`src/rtl/sjf_pkg.sv`:
```
`default_nettype none
package sjf_pkg;
  typedef enum logic [1:0] {
    OP_LOAD    = 2'd0,
    OP_TICK    = 2'd1,
    OP_RESTART = 2'd2,
    OP_NONE    = 2'd3
  } opcode_e;

  localparam logic CFG_POLICY = 1'b0;
  localparam logic CFG_COUNT  = 1'b1;

  localparam logic EV_PREEMPT = 1'b0;
  localparam logic EV_FINISH  = 1'b1;

  localparam logic POL_SJF = 1'b0;
  localparam logic POL_SRT = 1'b1;

  // Commands from the controller to the datapath.
  typedef struct packed {
    logic load;     // write table entries from the input transaction
    logic restart;  // begin a clearing pass over statistics
    logic tick_beg; // latch tick-wide state
    logic scan;     // one slot per cycle: arrivals, selection
    logic decide;   // apply selection, report a preemption
    logic accrue;   // one slot per cycle: accrual, run, done check
    logic finish;   // report a preemption and/or completion and wrap up the tick
  } cmd_t;

  // Status from the datapath to the controller.
  typedef struct packed {
    logic scan_last;
    logic clr_busy;
  } sts_t;
endpackage
`default_nettype wire

```
`src/rtl/sjf_ctrl.sv`:
```
`default_nettype none
module sjf_ctrl (
  input  wire logic          clk_i,
  input  wire logic          rst_ni,
  input  wire logic          start,
  input  wire logic [1:0]    opcode_i,
  input  wire sjf_pkg::sts_t sts_i,
  output sjf_pkg::cmd_t      cmd_o,
  output logic               busy
);
  localparam logic [2:0] S_IDLE   = 3'd0;
  localparam logic [2:0] S_CLEAR  = 3'd1;
  localparam logic [2:0] S_SCAN   = 3'd2;
  localparam logic [2:0] S_DECIDE = 3'd3;
  localparam logic [2:0] S_ACCRUE = 3'd4;
  localparam logic [2:0] S_FINISH = 3'd5;

  logic [2:0] state_q, state_d;
  logic       go;

  assign go = start && !busy;

  always_comb begin
    state_d = state_q;
    cmd_o   = '0;
    unique case (state_q)
      S_IDLE: begin
        if (go) begin
          unique case (opcode_i)
            sjf_pkg::OP_LOAD: cmd_o.load = 1'b1;
            sjf_pkg::OP_TICK: begin
              cmd_o.tick_beg = 1'b1;
              state_d = S_SCAN;
            end
            sjf_pkg::OP_RESTART: begin
              cmd_o.restart = 1'b1;
              state_d = S_CLEAR;
            end
            default: ;
          endcase
        end
      end
      S_CLEAR:  if (!sts_i.clr_busy) state_d = S_IDLE;
      S_SCAN: begin
        cmd_o.scan = 1'b1;
        if (sts_i.scan_last) state_d = S_DECIDE;
      end
      S_DECIDE: begin
        cmd_o.decide = 1'b1;
        state_d = S_ACCRUE;
      end
      S_ACCRUE: begin
        cmd_o.accrue = 1'b1;
        if (sts_i.scan_last) state_d = S_FINISH;
      end
      S_FINISH: begin
        cmd_o.finish = 1'b1;
        state_d = S_IDLE;
      end
      default: state_d = S_IDLE;
    endcase
  end

  // Busy also covers the clearing pass that follows reset.
  assign busy = (state_q != S_IDLE) || sts_i.clr_busy;

  always_ff @(posedge clk_i or negedge rst_ni) begin
    if (!rst_ni) begin
      state_q <= S_IDLE;
    end else begin
      state_q <= state_d;
    end
  end
endmodule
`default_nettype wire

```
`config.mk`:
```
export PLATFORM = sky130hd
export DESIGN_NAME = sjf_ctrl
export DESIGN_NICKNAME = d
export VERILOG_FILES = /design/src/rtl/sjf_pkg.sv /design/src/rtl/sjf_ctrl.sv
export SDC_FILE = /design/constraint.sdc
export NUM_CORES = 1
export LEC_CHECK = 0
export ABC_AREA = 1
export BUFFER_PORTS_ARGS = -buffer_cell sky130_fd_sc_hd__buf_2
export CORE_AREA = 4 4 41 43
export DETAILED_ROUTE_END_ITERATION = 10
export DIE_AREA = 0 0 45 47
export PLACE_DENSITY = 0.54
export SETUP_SLACK_MARGIN = 0.1
export SLEW_MARGIN = 20
export SYNTH_ARGS = -nofsm -noshare
export SYNTH_HDL_FRONTEND = slang
export SYNTH_SLANG_ARGS = --single-unit
export TNS_END_PERCENT = 50
```
`constraint.sdc`:
```
create_clock -name clk_i -period 2.71 [get_ports clk_i]
set_input_delay 0.271 -clock clk_i [delete_from_list [all_inputs] [get_ports clk_i]]
set_output_delay 0.271 -clock clk_i [all_outputs]
set_load 0.03 [all_outputs]
```
==> summary.txt <==
Global route
  – Largest net degree at the start of global routing: 7
  – First-pass GRT wire length: 1240 µm
  – Global-route usage over all layers: 0.0830
  – Vias in the first global route: 332
  – Initial antenna violation count: 0
  – GR Overflow Total: 0

Power
  – Peak VDD IR: 0.380 mV
  – Leak: 0.260 nW
  – Pwr dens: 1040 nW/µm²

Routing
  – Number of remaining DRC errors: 0
  – WL met3: 58 µm
  – Highest metal used: met4
  – Metal1 wirelength: 324 µm
  – WL met2: 325 µm
  – Vias after detailed routing: 351
  – 1st-iter DRT viols: 5
  – Vias/cell: 4.28
  – Drt first pass iters: 4
  – Routed WL per cell: 8.87 µm
  – Antenna-violating nets left: 0
  – Total wire length: 727 µm

Worst setup path
  – CP Data Arrival Time: 1430 ps
  – CP Launch Type: flip-flop
  – CP required: 2440 ps
  – CP endpoint kind: primary output
  – Worst R2R Path Depth: 8
  – Crit-path max FO: 4
  – Critical path class: reg2out

Clock network
  – CTS clk-pin slew, worst paths: 40 ps
  – Cts bufs inserted: 3
  – H-tree depth: 1
  – Root buffer cell: clkbuf_4
  – CTS max path bufs: 2
  – Setup Fix Bufs, Post-CTS: 0
  – Worst skew pair latency: 230 ps
  – Clk sinks: 3
  – TritonCTS clock tree: done

Timing
  – Clock Skew: 4.93 ps
  – Max Slew Vio Count: 0
  – Final setup viols: 0
  – Tcrit/Tclk final: 0.627
  – RSZ-0062 raised after global routing: false
  – Worst slew pin tran: 210 ps
  – Worst hold slack: 295 ps
  – Fin. Hold Viols: 0
  – Tmin final: 1700 ps
  – TNS Setup: 0 ps
  – Rel. slew slack: 0.859
  – Peak Freq: 588 MHz

Synthesis
  – Syn_area_per_cell: 6.05 µm²
  – Yosys reg bits: 3
  – Synth area leader: dfrtp_1
  – Synth unique cells: 16
  – YS warnings: 0
  – Post-synthesis cell count: 48
  – Top cell type's share of synthesized area: 0.259
  – Synth top area cells: dfrtp_1 (26%), nand2_1 (17%), inv_1 (13%)
  – Sequential-to-total area share from yosys stat: 0.259
  – Synthesized area: 290 µm²
  – Syn_nets: 55

Floorplan
  – Ports: 15
  – Site row count: 13
  – Initial Utilization: 0.223
  – Die Span Y: 47 µm
  – Die W: 45 µm
  – DIE AREA: 2120 µm²
  – Core area: 1300 µm²

Cells and area
  – Most common cell after layout, fill and taps aside: buf_2
  – Largest register FFs: 3
  – Commonest non-fill, non-tap cells in the layout: buf_2 (14), nand2_1 (13), inv_1 (10), nor2_1 (5)
  – Biggest regs: state_q x3
  – Inserted Diodes: 0
  – Area delta synth->final: 43.1%
  – # nets final: 75
  – Layout cells sized above 1: 0.373
  – Fillers: 157
  – Largest Register: state_q

Placed design
  – HPWL Detailed: 596 µm
  – Gp weighted congestion: 0.796
  – Port bufs: 14

Job
  – Max-Cap Viols: 0

Run status
  – Status: finished clean

Min path
  – Hold depth: 4
  – Hold Path Class: in2reg
-- timing repair --
item	CTS	global route
endpoints found under the hold margin	3	0
hold buffers	1	0
gates resized for setup	0	0
-- worst max-delay path, cell delays in order, from the launching register on --
cell,delay [ps]
dfrtp_1,390
inv_1,140
nand2_2,70
nor2_2,150
nand3_2,110
nor3_2,110
buf_2,210
-- synth_stat cells --
cell type and n:
nand2_2 1, inv_2 1, nor2_2 2, dfrtp_1 3, nor3_1 1, inv_1 10, nand3_1 2, nand4_1 1
o21bai_1 1, nor2_1 5, nor3_2 1, o21ai_0 2, o21ai_2 1, a21oi_1 2, nand2_1 13, nand3_2 2
-- layer usage --
metal	track usage	vias to the layer above
met2	0.130	13
met3	0.0192	2
met4	0.0877	0
li1	-	192
met1	0.0888	144
met5	0	-
-- power breakdown --
part           internal (mW)  switching (mW)
Clock                 0.0551          0.0230
Combinational         0.0877           0.183
Sequential            0.0633          0.0218
Total                  0.206           0.228
-- path summary, 6_finish.rpt --
check	slack (ps)	from	to
min	290	sts_i[1]	state_q[1]
max reg2reg	1560	state_q[0]	state_q[1]
max	1010	state_q[0]	cmd_o[6]
max in group asynchronous	2240	rst_ni	state_q[1]
min reg2reg	640	state_q[1]	state_q[2]
min in group asynchronous	360	rst_ni	state_q[0]
-- per-stage QoR --
stage / utilization / worst slack [ps] / cells / total power [mW] / cell area [µm²]
floorplan: - / 1220 / 48 / 0.292 / 290
global placement: 0.291 / 1270 / 77 / 0.356 / 379
detailed placement: 0.291 / 1240 / 77 / 0.356 / 379
CTS: 0.319 / 982 / 82 / 0.440 / 415
global route: 0.319 / 915 / 82 / 0.479 / 415
finish: 0.319 / 1010 / 82 / 0.434 / 415
-- cells by family after synthesis --
| group | synth area share |
|---|---|
| AND/OR/NAND/NOR | 0.474 |
| buffers and inverters | 0.142 |
| AO/OA/AOI/OAI | 0.125 |
| flip-flops | 0.259 |
-- cell type report --
type	instances	area, µm²	share of cell area
inverter	11	41.3	0.0994
multi-input combinational	34	174	0.419
sequential	3	75.1	0.181
clock buffer	4	26.3	0.0633
tap	15	18.8	0.0452
timing repair buffer	15	80.1	0.193
No activity file was read; power rests on OpenSTA's default activity.
